**src/rtl/core/jsu_pkg.sv**
```systemverilog
// jsu_pkg: shared types and constants for the json string unescape core
// holds the phase encoding, error codes and the result bundle type
// depends on nothing
`timescale 1ns / 1ps

package jsu_pkg;

	// decoder phase, one-hot
	typedef enum logic [6:0] {
		PH_IDLE    = 7'b0000001,
		PH_STR     = 7'b0000010,
		PH_ESC     = 7'b0000100,
		PH_HEX1    = 7'b0001000,
		PH_SURR_BS = 7'b0010000,
		PH_SURR_U  = 7'b0100000,
		PH_HEX2    = 7'b1000000
	} phase_t;

	// error codes as seen on error_code
	typedef enum logic [2:0] {
		ERR_NONE       = 3'd0,
		ERR_MISS_QUOTE = 3'd1,
		ERR_BAD_ESC    = 3'd2,
		ERR_CTRL_CHAR  = 3'd3,
		ERR_BAD_HEX    = 3'd4,
		ERR_BAD_SURR   = 3'd5,
		ERR_NO_OPEN    = 3'd6
	} err_code_t;

	// characters the decoder looks for
	localparam logic [7:0] CH_QUOTE = 8'h22;
	localparam logic [7:0] CH_BSLASH = 8'h5C;
	localparam logic [7:0] CH_SLASH = 8'h2F;
	localparam logic [7:0] CH_U = 8'h75;
	localparam logic [7:0] CH_CTRL_LIMIT = 8'h20;

	// surrogate ranges
	localparam logic [15:0] HI_SURR_MIN = 16'hD800;
	localparam logic [15:0] HI_SURR_MAX = 16'hDBFF;
	localparam logic [15:0] LO_SURR_MIN = 16'hDC00;
	localparam logic [15:0] LO_SURR_MAX = 16'hDFFF;

	// all words produced by one input byte
	typedef struct packed {
		logic [3:0][7:0] bytes;
		logic [1:0]      last_idx;
		logic            str_end;
		err_code_t       err;
	} result_t;

endpackage

```
**src/rtl/core/jsu_decode.sv**
```systemverilog
// jsu_decode: parser state and single-pass decode of one input byte
// produces the whole result bundle (up to four words) for the byte
// depends on jsu_pkg
`timescale 1ns / 1ps

module jsu_decode (
	input  logic             clk,
	input  logic             arst_n,
	input  logic             take,
	input  logic [7:0]       in_byte,
	output jsu_pkg::result_t res,
	output logic             res_valid
);
	import jsu_pkg::*;

	phase_t      phase_q;
	logic [1:0]  hex_cnt_q;
	logic [15:0] code_unit_q;
	logic [15:0] high_surr_q;

	phase_t      phase_d;
	logic [1:0]  hex_cnt_d;
	logic [15:0] code_unit_d;
	logic [15:0] high_surr_d;

	logic        hex_ok;
	logic [3:0]  hex_val;
	logic [15:0] unit_shift;
	logic        group_done;
	logic [20:0] pair_cp;

	// single-word result helper
	function automatic result_t one_word(logic [7:0] b, logic e, err_code_t err);
		result_t r;
		r = '0;
		r.bytes[0] = b;
		r.last_idx = 2'd0;
		r.str_end = e;
		r.err = err;
		return r;
	endfunction

	// utf-8 encoding of a code point
	function automatic result_t utf8(logic [20:0] u);
		result_t r;
		r = '0;
		r.err = ERR_NONE;
		if (u <= 21'h7F) begin
			r.bytes[0] = u[7:0];
			r.last_idx = 2'd0;
		end else if (u <= 21'h7FF) begin
			r.bytes[0] = {3'b110, u[10:6]};
			r.bytes[1] = {2'b10, u[5:0]};
			r.last_idx = 2'd1;
		end else if (u <= 21'hFFFF) begin
			r.bytes[0] = {4'b1110, u[15:12]};
			r.bytes[1] = {2'b10, u[11:6]};
			r.bytes[2] = {2'b10, u[5:0]};
			r.last_idx = 2'd2;
		end else begin
			r.bytes[0] = {5'b11110, u[20:18]};
			r.bytes[1] = {2'b10, u[17:12]};
			r.bytes[2] = {2'b10, u[11:6]};
			r.bytes[3] = {2'b10, u[5:0]};
			r.last_idx = 2'd3;
		end
		return r;
	endfunction

	// hex digit value
	always_comb begin
		hex_ok = 1'b1;
		hex_val = 4'd0;
		if (in_byte >= 8'h30 && in_byte <= 8'h39) begin
			hex_val = in_byte[3:0];
		end else if ((in_byte >= 8'h61 && in_byte <= 8'h66) ||
			(in_byte >= 8'h41 && in_byte <= 8'h46)) begin
			hex_val = 4'(in_byte[2:0] + 3'd1) + 4'd8;
		end else begin
			hex_ok = 1'b0;
		end
	end

	assign unit_shift = {code_unit_q[11:0], hex_val};
	assign group_done = (hex_cnt_q == 2'd3);
	assign pair_cp = {1'b0, high_surr_q[9:0], unit_shift[9:0]} + 21'h10000;

	// next state and result bundle
	always_comb begin
		phase_d = phase_q;
		hex_cnt_d = hex_cnt_q;
		code_unit_d = code_unit_q;
		high_surr_d = high_surr_q;
		res = one_word(8'h00, 1'b0, ERR_NONE);
		res_valid = 1'b0;
		unique case (phase_q)
			PH_STR: begin
				if (in_byte == CH_QUOTE) begin
					phase_d = PH_IDLE;
					res = one_word(8'h00, 1'b1, ERR_NONE);
					res_valid = 1'b1;
				end else if (in_byte == 8'h00) begin
					phase_d = PH_IDLE;
					res = one_word(8'h00, 1'b0, ERR_MISS_QUOTE);
					res_valid = 1'b1;
				end else if (in_byte == CH_BSLASH) begin
					phase_d = PH_ESC;
				end else if (in_byte < CH_CTRL_LIMIT) begin
					phase_d = PH_IDLE;
					res = one_word(8'h00, 1'b0, ERR_CTRL_CHAR);
					res_valid = 1'b1;
				end else begin
					res = one_word(in_byte, 1'b0, ERR_NONE);
					res_valid = 1'b1;
				end
			end
			PH_ESC: begin
				res_valid = 1'b1;
				phase_d = PH_STR;
				unique case (in_byte)
					8'h6E: res = one_word(8'h0A, 1'b0, ERR_NONE);
					8'h72: res = one_word(8'h0D, 1'b0, ERR_NONE);
					8'h62: res = one_word(8'h08, 1'b0, ERR_NONE);
					8'h66: res = one_word(8'h0C, 1'b0, ERR_NONE);
					8'h74: res = one_word(8'h09, 1'b0, ERR_NONE);
					CH_BSLASH: res = one_word(CH_BSLASH, 1'b0, ERR_NONE);
					CH_SLASH: res = one_word(CH_SLASH, 1'b0, ERR_NONE);
					CH_QUOTE: res = one_word(CH_QUOTE, 1'b0, ERR_NONE);
					CH_U: begin
						res_valid = 1'b0;
						phase_d = PH_HEX1;
						hex_cnt_d = 2'd0;
						code_unit_d = 16'h0000;
					end
					default: begin
						phase_d = PH_IDLE;
						res = one_word(8'h00, 1'b0, ERR_BAD_ESC);
					end
				endcase
			end
			PH_HEX1: begin
				if (!hex_ok) begin
					phase_d = PH_IDLE;
					res = one_word(8'h00, 1'b0, ERR_BAD_HEX);
					res_valid = 1'b1;
				end else if (!group_done) begin
					code_unit_d = unit_shift;
					hex_cnt_d = hex_cnt_q + 2'd1;
				end else if (unit_shift >= HI_SURR_MIN && unit_shift <= HI_SURR_MAX) begin
					high_surr_d = unit_shift;
					code_unit_d = 16'h0000;
					hex_cnt_d = 2'd0;
					phase_d = PH_SURR_BS;
				end else begin
					code_unit_d = 16'h0000;
					hex_cnt_d = 2'd0;
					phase_d = PH_STR;
					res = utf8({5'd0, unit_shift});
					res_valid = 1'b1;
				end
			end
			PH_SURR_BS: begin
				if (in_byte == CH_BSLASH) begin
					phase_d = PH_SURR_U;
				end else begin
					phase_d = PH_IDLE;
					res = one_word(8'h00, 1'b0, ERR_BAD_SURR);
					res_valid = 1'b1;
				end
			end
			PH_SURR_U: begin
				if (in_byte == CH_U) begin
					phase_d = PH_HEX2;
					hex_cnt_d = 2'd0;
					code_unit_d = 16'h0000;
				end else begin
					phase_d = PH_IDLE;
					res = one_word(8'h00, 1'b0, ERR_BAD_SURR);
					res_valid = 1'b1;
				end
			end
			PH_HEX2: begin
				if (!hex_ok) begin
					phase_d = PH_IDLE;
					res = one_word(8'h00, 1'b0, ERR_BAD_HEX);
					res_valid = 1'b1;
				end else if (!group_done) begin
					code_unit_d = unit_shift;
					hex_cnt_d = hex_cnt_q + 2'd1;
				end else if (unit_shift < LO_SURR_MIN || unit_shift > LO_SURR_MAX) begin
					phase_d = PH_IDLE;
					res = one_word(8'h00, 1'b0, ERR_BAD_SURR);
					res_valid = 1'b1;
				end else begin
					code_unit_d = 16'h0000;
					high_surr_d = 16'h0000;
					hex_cnt_d = 2'd0;
					phase_d = PH_STR;
					res = utf8(pair_cp);
					res_valid = 1'b1;
				end
			end
			PH_IDLE: begin
				if (in_byte == CH_QUOTE) begin
					phase_d = PH_STR;
				end else begin
					res = one_word(8'h00, 1'b0, ERR_NO_OPEN);
					res_valid = 1'b1;
				end
			end
			default: begin
				phase_d = PH_IDLE;
			end
		endcase
		// every return to idle clears the escape state
		if (phase_d == PH_IDLE) begin
			hex_cnt_d = 2'd0;
			code_unit_d = 16'h0000;
			high_surr_d = 16'h0000;
		end
	end

	// parser state registers
	always_ff @(posedge clk or negedge arst_n) begin
		if (!arst_n) begin
			phase_q <= PH_IDLE;
			hex_cnt_q <= 2'd0;
			code_unit_q <= 16'h0000;
			high_surr_q <= 16'h0000;
		end else if (take) begin
			phase_q <= phase_d;
			hex_cnt_q <= hex_cnt_d;
			code_unit_q <= code_unit_d;
			high_surr_q <= high_surr_d;
		end
	end

endmodule

```
**src/rtl/core/jsu_outbuf.sv**
```systemverilog
// jsu_outbuf: result register holding one byte's bundle of words
// drains one word per accepted output cycle
// depends on jsu_pkg
`timescale 1ns / 1ps

module jsu_outbuf (
	input  logic             clk,
	input  logic             arst_n,
	input  logic             load,
	input  jsu_pkg::result_t res,
	input  logic             out_stall,
	output logic             out_valid,
	output logic             free,
	output logic [7:0]       out_byte,
	output logic             string_end,
	output logic [2:0]       error_code,
	output logic             last
);
	import jsu_pkg::*;

	result_t    res_q;
	logic [1:0] idx_q;
	logic       valid_q;
	logic       take_last;

	// word select
	assign out_valid = valid_q;
	assign out_byte = res_q.bytes[idx_q];
	assign string_end = res_q.str_end;
	assign error_code = res_q.err;
	assign last = (idx_q == res_q.last_idx);

	// buffer frees up when its final word leaves
	assign take_last = valid_q && !out_stall && last;
	assign free = !valid_q || take_last;

	// control
	always_ff @(posedge clk or negedge arst_n) begin
		if (!arst_n) begin
			valid_q <= 1'b0;
			idx_q <= 2'd0;
		end else if (load) begin
			valid_q <= 1'b1;
			idx_q <= 2'd0;
		end else if (take_last) begin
			valid_q <= 1'b0;
			idx_q <= 2'd0;
		end else if (valid_q && !out_stall) begin
			idx_q <= idx_q + 2'd1;
		end
	end

	// payload
	always_ff @(posedge clk) begin
		if (load) begin
			res_q <= res;
		end
	end

endmodule

```
**src/rtl/core/json_string_unescape_utf8_core.sv**
```systemverilog
// json_string_unescape_utf8_core: top level of the json string unescaper
// ties the byte decoder to the result register
// depends on jsu_pkg, jsu_decode, jsu_outbuf
//
//   channel | dir | handshake                   | payload
//   in      | in  | in_valid / in_stall         | in_byte
//   out     | out | out_valid / out_stall       | out_byte, string_end, error_code, last
//
// one input byte per cycle while in_stall is low; its first word appears in the cycle
// after acceptance; a byte that decodes to n words (n up to 4) holds the input until
// its final word leaves, as the result register drains one word per cycle unless stalled
// bytes giving no word (opening quote, backslash, u, hex digits short of a full character) pass without a bubble
// reset is asynchronous and brings the parser to idle awaiting the opening quote
// in_stall is high while the result register holds a word that does not leave this
// cycle as the final one, so out_stall reaches in_stall in the same cycle
`timescale 1ns / 1ps

module json_string_unescape_utf8_core (
	input  logic       clk,
	input  logic       arst_n,
	input  logic       in_valid,
	output logic       in_stall,
	input  logic [7:0] in_byte,
	output logic       out_valid,
	input  logic       out_stall,
	output logic [7:0] out_byte,
	output logic       string_end,
	output logic [2:0] error_code,
	output logic       last
);
	import jsu_pkg::*;

	result_t res;
	logic    res_valid;
	logic    free;
	logic    take;

	// input handshake
	assign in_stall = !free;
	assign take = in_valid && free;

	jsu_decode u_decode (
		.clk       (clk),
		.arst_n    (arst_n),
		.take      (take),
		.in_byte   (in_byte),
		.res       (res),
		.res_valid (res_valid)
	);

	jsu_outbuf u_outbuf (
		.clk        (clk),
		.arst_n     (arst_n),
		.load       (take && res_valid),
		.res        (res),
		.out_stall  (out_stall),
		.out_valid  (out_valid),
		.free       (free),
		.out_byte   (out_byte),
		.string_end (string_end),
		.error_code (error_code),
		.last       (last)
	);

endmodule

```
**config.mk**
```make
export PLATFORM = sky130hd
export DESIGN_NAME = json_string_unescape_utf8_core
export DESIGN_NICKNAME = d
export VERILOG_FILES = /design/src/rtl/core/jsu_pkg.sv /design/src/rtl/core/jsu_decode.sv /design/src/rtl/core/jsu_outbuf.sv /design/src/rtl/core/json_string_unescape_utf8_core.sv
export SDC_FILE = /design/constraint.sdc
export NUM_CORES = 1
export LEC_CHECK = 0
export BUFFER_PORTS_ARGS = -buffer_cell sky130_fd_sc_hd__buf_2
export CAP_MARGIN = 20
export CORE_ASPECT_RATIO = 2
export CORE_MARGIN = 10
export CORE_UTILIZATION = 35
export CTS_CLUSTER_SIZE = 16
export DETAILED_ROUTE_END_ITERATION = 12
export PLACE_DENSITY = 0.54
export SLEW_MARGIN = 10
export SYNTH_ARGS = -nofsm -noshare
export SYNTH_HDL_FRONTEND = slang
export SYNTH_SLANG_ARGS = --single-unit
```
**constraint.sdc**
```tcl
create_clock -name clk -period 7.4 [get_ports clk]
set_clock_uncertainty 0.15 [all_clocks]
set_input_delay 1.11 -clock clk [delete_from_list [all_inputs] [get_ports clk]]
set_output_delay 1.11 -clock clk [all_outputs]
set_load 0.005 [all_outputs]
```
==> results of run 1 <==
==> power by group through the flow <==
| stage | combinational, W | sequential (W) | clock [W] |
|---|---|---|---|
| 2_1_floorplan | 0.000278 | 0.000527 | 0 |
| 3_3_place_gp | 0.000392 | 0.000547 | 0 |
| 3_5_place_dp | 0.000398 | 0.000550 | 0 |
| 4_1_cts | 0.000398 | 0.000543 | 0.000409 |
| 5_1_grt | 0.000427 | 0.000551 | 0.000425 |
| 6_report | 0.000392 | 0.000540 | 0.000401 |
==> worst min path at each step <==
stage	cells after the start	endpoint	start	slack [ns]
after CTS	2	u_decode.hex_cnt_q[1]	u_decode.hex_cnt_q[1]	0.36
after floorplan	2	u_decode.hex_cnt_q[1]	u_decode.hex_cnt_q[1]	0.30
final	2	u_decode.hex_cnt_q[1]	u_decode.hex_cnt_q[1]	0.36
after detailed placement	2	u_decode.hex_cnt_q[1]	u_decode.hex_cnt_q[1]	0.35
after global routing	2	u_decode.hex_cnt_q[1]	u_decode.hex_cnt_q[1]	0.38
after global placement	2	u_decode.hex_cnt_q[1]	u_decode.hex_cnt_q[1]	0.33
==> metrics by stage <==
stage / util (%) / hold slack [ns] / area (um2)
3_5_place_dp: 37.23 / 0.3467 / 4837
4_1_cts: 39.37 / 0.3611 / 5115
5_1_grt: 39.37 / 0.3834 / 5115
2_1_floorplan: - / 0.3026 / 4622
6_report: 39.37 / 0.3570 / 5115
3_3_place_gp: 37.23 / 0.3338 / 4837
==> kinds of logic after synthesis <==
group	after synthesis	share of synthesized area, %
adder cells (fa/ha/maj)	7	1.895
XOR/XNOR	4	0.7581
flip-flops	68	40.53
multiplexers	31	8.906
AO/OA/AOI/OAI	131	20.90
AND/OR/NAND/NOR	193	22.55
buffers and inverters	46	4.467
==> metal layers <==
metal  part of all wire (%)  global-route usage (%)  vias to the layer above
met5                      0                       0                        -
met2                     52                   26.96                      175
met4                    5.0                   8.179                        0
li1                       -                       -                     1865
met3                    5.2                   2.838                       46
met1                     38                   16.86                     1961
==> worst register-to-register path, cell delays in order (launching register included) <==
cell and delay, ns:
dfrtp_1 0.46, nor4_1 0.56, nor4bb_1 0.58, nor2_1 0.19
a2bb2oi_1 0.20, nand4b_2 0.27, or2_4 0.35, a2111oi_4 0.70
a22o_1 0.24
==> sequential cells by signal, indices dropped and copies added, names as in the netlist <==
name and flops:
u_outbuf.res_q 30, u_decode.code_unit_q 12, u_decode.high_surr_q 10, u_decode.phase_q 7, u_outbuf.error_code 3, u_decode.hex_cnt_q 2, u_outbuf.idx_q 2, u_outbuf.out_valid 1
u_outbuf.string_end 1
==> cell usage in the layout, fill, tap and decap left out, types with 4 or more instances in the layout <==
cell type / count
a21oi_1: 22
nand3_1: 13
mux2i_1: 13
dfrtp_1: 33
a2bb2oi_1: 4
inv_1: 16
nor2_1: 41
a22oi_1: 5
buf_2: 26
mux2_2: 10
nor4_1: 10
and3_1: 9
mux4_2: 7
o31ai_1: 7
nand2b_1: 10
and2_1: 8
edfxtp_1: 34
or2_2: 5
clkbuf_16: 9
o21ai_0: 20
a22o_1: 15
nor3_1: 14
a32oi_1: 4
nand2_1: 47
o22ai_1: 4
ha_1: 7
buf_4: 4
==> layout make-up <==
type / instances / share of cell area [%]
tap: 152 / 3.718
multi-input combinational: 366 / 49.93
timing repair buffer: 30 / 3.131
sequential: 68 / 36.62
inverter: 16 / 1.174
clock buffer: 9 / 4.403
clock inverter: 7 / 1.027
==> results.yml, run 1 <==
status:
  status: "complete, no violations"
cts:
  clockBufferDepth: 2
  cts.clk_slew.worst_paths_ns: 0.06
  clock_sinks: 68
  numCtsBuffers: 9
  worstSkewPairLatency_ns: 0.34
  cts-htree-levels: 3
  ctsHoldBuffers: 0
  cts_resized: 0
  cts_tree: "done"
  root_buffer: "clkbuf_16"
  postCtsSetupRepairBufs: 0
critical_path:
  startpoint: "in_byte[0]"
  r2r.worst_path.cells: 8
  cp.required_ns: 7.52
  crit_path_end: "u_decode.code_unit_q[9]"
  arrival_ns: 4.70
  cp_max_fo: 13
  crit_slowest_cell: "a2111oi_4"
  startpoint_type: "input pin"
  critical_path_class: "input pin to flop"
  crit-reg2reg-capture: "u_decode.code_unit_q[9]"
  path_cells: "buf_2 > inv_1 > ha_1 > or3b_2 > or2_0 > a222oi_1 > nand4b_2 > or2_4 > a2111oi_4 > a22o_1"
  reg2reg_from: "u_decode.phase_q[5]"
  end_kind: "flop"
  r2r_slack_ns: 3.63
  path_delay_family: "simple AND/OR/NAND/NOR gates"
  path_depth: 10
  max_stage_delay_ns: 0.70
  path_buf_inv: 2
drt:
  routed_wl_um: 14270
  first_pass_iters: 8
  viasPerCell: 6.245
  routedWlPerCell_um: 22.02
  num_vias: 4047
  ant_nets: 0
  drcViolationCount: 0
  drt_iter0_drc: 448
layout:
  multi_input_area_um2: 2554
  n_antenna_cell: 0
  seqCellArea_um2: 1873
  drive_above_1_share_pct: 15.93
  final_nets: 510
  syn_to_final_growth_pct: 10.67
  fillers: 1284
  stdcell_count: 648
timing:
  min_period_ns: 4.578
  slew_headroom_pct: 35.54
  fmax_ghz: 0.2184
  finalCritPeriodShare_pct: 61.87
  hold_viol_final: 0
  tightest_slew_ns: 0.9605
  finalWorstSetupSlack_ns: 2.822
  setup_tns_ns: 0
  drv_slew: 0
  rsz0062_at_grt: "false"
  setup_violations: 0
placed_design:
  dp.cells: 632
  portBuffers: 26
  place.gp.congestion: 0.9744
  dp_hpwl_um: 10860
  pre_cts_slack_ns: 2.500
flow_run:
  maxCapViolCount: 0
synthesis:
  synthTopCellsByArea: "edfxtp_1 22%, dfrtp_1 18%, nand2_1 3.8%, mux4_2 3.4%, nor2_1 3.3%"
  avgSynthCellArea_um2: 9.629
  syn_nets: 499
  synth_ff_type: "edfxtp_1"
  async_reset_ff_share_pct: 50.00
  yosys_warnings: 0
  syn_area_um2: 4622
  synthTopCellsByCount: "47 x nand2_1, 41 x nor2_1, 34 x edfxtp_1"
  yosys.cell_types.count: 82
  synth_most_common_cell: "nand2_1"
  syn_inst: 480
  seq_area_frac_synth_pct: 40.53
  yosys.area.top_type: "edfxtp_1"
  yosysTopAreaCellShare_pct: 22.09
  synth_edf_count: 34
  ys_ff_latch: 68
pwr:
  switching_share_pct: 34.01
  peakVddDrop_v: 0.0001765
  p_leak_nw: 1.989
  switching_power_w: 0.0004536
  share_comb_of_total_power_pct: 29.4
  p_per_area_nw_per_um2: 260.7
  p_int_w: 0.0008801
  finalPower_w: 0.001334
  seq_power_share_pct: 40.5
  clkPwrFrac_pct: 30.1
global_routing:
  grt_pass1_wl_um: 22470
  grt_usage_pct: 15.43
  grt_remaining_overflow: 0
  grt_max_degree: 38
  antenna_found_initial: 0
  grt_pass1_vias: 4016
floorplanning:
  initial_core_util_pct: 35.57
  die_h_um: 182.5
  ios: 27
  core_um2: 12990
  die-area_um2: 18480
  core.rowCount: 59
  die_width_um: 101.3
worst_hold_path:
  min-delay-path-class: "flop to flop"
No activity file was read; power rests on OpenSTA's default activity.
==> inputs of run 2 (changes only) <==
clock period = 4.7 ns   (was 7.4 ns; I/O delays follow)
==> run 2 against run 1 <==
Clock power increased by 85%. Critical path type unchanged. Register-to-register slack lost 2.8 ns. Utilization up 0.76 points. Non-clock buffer count up 7. Setup slack got worse by 2.3 ns. Sequential share of layout area fell by 0.69 points. Largest cell class unchanged. Largest power group unchanged. Clock-buffer cell count did not move. Global-route usage is 0.94 points higher.
==> results.yml, run 2 (synthesized netlist as in run 1, its figures left out) <==
floorplanning:
  die-area_um2: 18480
  ios: 27
  die_h_um: 182.5
  core.rowCount: 59
  initial_core_util_pct: 35.57
  core_um2: 12990
  die_width_um: 101.3
cts:
  postCtsSetupRepairBufs: 0
  worstSkewPairLatency_ns: 0.34
  ctsHoldBuffers: 0
  cts-htree-levels: 3
  root_buffer: "clkbuf_16"
  clockBufferDepth: 2
  cts_tree: "done"
  clock_sinks: 68
  cts.clk_slew.worst_paths_ns: 0.06
  numCtsBuffers: 9
  cts_resized: 0
timing:
  min_period_ns: 4.157
  setup_tns_ns: 0
  hold_viol_final: 0
  finalCritPeriodShare_pct: 88.46
  rsz0062_at_grt: "false"
  drv_slew: 0
  finalWorstSetupSlack_ns: 0.5426
  slew_headroom_pct: 20.07
  setup_violations: 0
  fmax_ghz: 0.2405
  tightest_slew_ns: 1.188
flow_run:
  maxCapViolCount: 0
critical_path:
  cp.required_ns: 4.82
  arrival_ns: 4.28
  end_kind: "flop"
  startpoint_type: "input pin"
  critical_path_class: "input pin to flop"
  cp_max_fo: 13
layout:
  final_nets: 517
  n_antenna_cell: 0
  top_register: "u_outbuf.res_q"
  reg_top3: "u_outbuf.res_q: 30 flops, u_decode.code_unit_q: 12 flops, u_decode.high_surr_q: 10 flops"
  syn_to_final_growth_pct: 12.80
  final_cell_mix: "47 x nand2_1, 41 x nor2_1, 34 x edfxtp_1, 33 x dfrtp_1, 26 x buf_2"
  largest_reg_flops: 30
  layout_commonest_cell: "nand2_1"
  drive_above_1_share_pct: 17.10
  final_cell_area_um2: 5214
  stdcell_count: 655
placed_design:
  place.gp.congestion: 0.9763
  dp.cells: 639
  postPlaceCellArea_um2: 4890
  portBuffers: 26
  pre_cts_slack_ns: 0.2431
  dp_hpwl_um: 11460
drt:
  routedWlPerCell_um: 22.88
  ant_nets: 0
  routed_wl_um: 14990
  drt_iter0_drc: 409
  num_vias: 4113
  viasPerCell: 6.279
  first_pass_iters: 5
  drcViolationCount: 0
status:
  status: "complete, no violations"
global_routing:
  grt_pass1_wl_um: 23600
  grt_pass1_vias: 4224
  grt_usage_pct: 16.37
  grt_remaining_overflow: 0
  antenna_found_initial: 0
  grt_max_degree: 38
worst_hold_path:
  min-delay-path-class: "input pin to async pin"
pwr:
  finalPower_w: 0.002224
  peakVddDrop_v: 0.0002998
  p_per_area_nw_per_um2: 426.7
  p_leak_nw: 2.048
run 2: cell types whose count changed in the layout (fill, tap and decap cells not counted), sizes merged:
| cell | previous run | this run |
|---|---|---|
| clkinvlp | 3 | 1 |
| bufinv | 0 | 2 |
| buf | 30 | 37 |
run 2: critical path: stages:
cell,delay [ns]
buf_2,0.14
inv_1,0.12
ha_1,0.24
or3b_2,0.53
or2_0,0.35
a222oi_1,0.57
nand4b_2,0.34
or2_4,0.34
a2111oi_4,0.70
a22o_1,0.24
run 2: power breakdown:
| group | total [W] | internal, W | switching [W] |
|---|---|---|---|
| Sequential | 0.000853 | 0.000777 | 0.0000755 |
| Clock | 0.000742 | 0.000467 | 0.000275 |
| Combinational | 0.000630 | 0.000259 | 0.000370 |
| Total | 0.00222 | 0.00150 | 0.000721 |
run 2: stage by stage:
step	util, %	hold WS [ns]
final	40.13	0.3121
after global routing	40.13	0.3782
after floorplan	-	0.2594
after CTS	40.13	0.3385
after global placement	37.63	0.3704
after detailed placement	37.63	0.3633
run 2: metal layers:
metal | vias up | part of all wire [%] | global-route usage [%]
met2 | 205 | 53 | 29.21
met5 | - | 0 | 0
li1 | 1877 | - | -
met4 | 0 | 5.9 | 10.03
met3 | 64 | 5.1 | 2.686
met1 | 1967 | 36 | 16.99
run 2: area by class of cell:
cell class	instances	area, um2
multi-input combinational	366	2554
clock buffer	9	225.2
clock inverter	7	98.84
sequential	68	1873
fill	1276	7779
tap	152	190.2
inverter	16	60.06
timing repair buffer	37	212.7
run 2: path summary, 6_finish.rpt:
path / start / slack, ns / depth (start not counted) / endpoint
max in group asynchronous: arst_n / 3.57 / 1 / u_decode.high_surr_q[9]
worst min-delay path: arst_n / 0.31 / 1 / u_decode.phase_q[4]
worst max register to register: u_decode.phase_q[5] / 0.80 / 8 / u_decode.code_unit_q[3]
min in group clk: u_decode.hex_cnt_q[0] / 0.37 / 1 / u_decode.hex_cnt_q[0]
worst min register to register: u_decode.hex_cnt_q[0] / 0.37 / 1 / u_decode.hex_cnt_q[0]
worst max-delay path: in_byte[0] / 0.54 / 10 / u_decode.code_unit_q[3]
==> inputs of run 3 (changes only) <==
RECOVER_POWER = 50   (was not set)
==> run 3 against run 2 <==
The run now ends with max-capacitance violations, max-slew violations left. Largest cell class unchanged. Combinational power decreased by 3.7%. Register-to-register slack got worse by 0.04 ns. Hold slack improved by 0.056 ns. Utilization decreased by 0.24 points. Critical endpoint unchanged. Critical path type unchanged. Non-clock buffer count unchanged. Clock power about the same.
==> results.yml, run 3 (synthesized netlist as in run 1, its figures left out) <==
status:
  status: "complete, but fails checks"
  violations: "max-capacitance violations, max-slew violations"
layout:
  top_register: "u_outbuf.res_q"
  largest_reg_flops: 30
  syn_to_final_growth_pct: 12.13
  n_antenna_cell: 0
  final_cell_mix: "47 x nand2_1, 41 x nor2_1, 34 x edfxtp_1, 33 x dfrtp_1, 22 x a21oi_1"
  final_nets: 517
  layout_commonest_cell: "nand2_1"
  drive_above_1_share_pct: 13.52
  reg_top3: "u_outbuf.res_q: 30 flops, u_decode.code_unit_q: 12 flops, u_decode.high_surr_q: 10 flops"
  stdcell_count: 655
  fillers: 1287
  fin_util_pct: 39.89
critical_path:
  path_cells: "clkbuf_1 > inv_1 > ha_1 > or3b_2 > or2_0 > a222oi_1 > nand4b_2 > or2_4 > a2111oi_4 > a22o_1"
  startpoint_type: "input pin"
  max_stage_delay_ns: 0.69
  arrival_ns: 4.30
  end_kind: "flop"
  crit_slowest_cell: "a2111oi_4"
  path_depth: 10
  r2r.worst_path.cells: 8
  cp.required_ns: 4.82
  path_delay_family: "simple AND/OR/NAND/NOR gates"
  path_buf_inv: 2
  cp_max_fo: 13
  critical_path_class: "input pin to flop"
global_routing:
  grt_pass1_vias: 4224
  grt_pass1_wl_um: 23600
  grt_remaining_overflow: 0
  grt_usage_pct: 16.37
  grt_max_degree: 38
  antenna_found_initial: 0
floorplanning:
  core.rowCount: 59
  die-area_um2: 18480
  initial_core_util_pct: 35.57
  die_h_um: 182.5
  ios: 27
  core_um2: 12990
  die_width_um: 101.3
pwr:
  clkPwrFrac_pct: 33.7
  share_comb_of_total_power_pct: 27.5
  seq_power_share_pct: 38.8
  p_leak_nw: 1.994
  p_per_area_nw_per_um2: 425.9
  switching_share_pct: 32.78
  switching_power_w: 0.0007236
  p_int_w: 0.001484
  finalPower_w: 0.002207
  peakVddDrop_v: 0.0003013
timing:
  setup_violations: 0
  finalWorstSetupSlack_ns: 0.5144
  min_period_ns: 4.186
  setup_tns_ns: 0
  tightest_slew_ns: 1.954
  drv_slew: 35
  rsz0062_at_grt: "false"
  finalCritPeriodShare_pct: 89.05
  slew_headroom_pct: -30.24
  hold_viol_final: 0
  fmax_ghz: 0.2389
cts:
  numCtsBuffers: 9
  cts-htree-levels: 3
  ctsHoldBuffers: 0
  cts_tree: "done"
  worstSkewPairLatency_ns: 0.34
  cts.clk_slew.worst_paths_ns: 0.06
  postCtsSetupRepairBufs: 0
  cts_resized: 0
  clock_sinks: 68
  clockBufferDepth: 2
  root_buffer: "clkbuf_16"
drt:
  num_vias: 4091
  routedWlPerCell_um: 22.91
  drcViolationCount: 0
  ant_nets: 0
  viasPerCell: 6.246
  first_pass_iters: 7
  routed_wl_um: 15010
  drt_iter0_drc: 463
placed_design:
  dp.cells: 639
  place.gp.congestion: 0.9763
  pre_cts_slack_ns: 0.2431
  dp_hpwl_um: 11460
  portBuffers: 26
worst_hold_path:
  min-delay-path-class: "flop to flop"
  hold_depth: 1
flow_run:
  maxCapViolCount: 1
[run 3: changes by cell type in the layout (fill, tap and decap cells not counted)]
| cell | previous run | this run |
|---|---|---|
| clkbuf_2 | 0 | 1 |
| buf_4 | 11 | 8 |
| a2111oi_1 | 1 | 0 |
| clkbuf_1 | 0 | 18 |
| a2111oi_0 | 1 | 2 |
| buf_2 | 26 | 10 |
[run 3: final timing paths]
kind,start,end,slack (ns)
hold reg to reg,u_decode.hex_cnt_q[0],u_decode.hex_cnt_q[0],0.37
min in group asynchronous,arst_n,u_decode.phase_q[4],0.76
setup reg to reg,u_decode.phase_q[5],u_decode.code_unit_q[3],0.76
hold / removal,u_decode.hex_cnt_q[0],u_decode.hex_cnt_q[0],0.37
max in group asynchronous,arst_n,u_decode.high_surr_q[9],2.51
setup / recovery,in_byte[0],u_decode.code_unit_q[3],0.51
[run 3: routing by layer]
layer	routed length [um]	GRT usage [%]	vias to the layer above	share of wire (%)
met3	690	2.686	58	4.6
li1	-	-	1879	-
met5	0	0	-	0
met1	5473	16.99	1984	36
met4	816	10.03	0	5.4
met2	8024	29.21	170	53
[run 3: through the flow]
step | cell area [um2] | hold WS, ns
after floorplan | 4622 | 0.2594
after global placement | 4890 | 0.3704
after detailed placement | 4890 | 0.3633
after CTS | 5214 | 0.3385
after global routing | 5182 | 0.3826
final | 5182 | 0.3685
[run 3: area by class of cell]
class / count / area [um2] / share of cell area, %
multi-input cells: 366 / 2552 / 49.25
flip-flops and latches: 68 / 1873 / 36.14
clock buffers: 9 / 225.2 / 4.346
well taps: 152 / 190.2 / 3.670
repair buffers: 37 / 182.7 / 3.525
clock inverters: 7 / 98.84 / 1.907
inverters: 16 / 60.06 / 1.159
[run 3: power groups by stage]
stage                     Combinational (W)  Sequential, W  Clock (W)
final                              0.000607       0.000857   0.000744
after global routing               0.000673       0.000875   0.000776
after CTS                          0.000639       0.000857   0.000757
after detailed placement           0.000638       0.000868          0
after global placement             0.000633       0.000861          0
after floorplan                    0.000438       0.000830          0
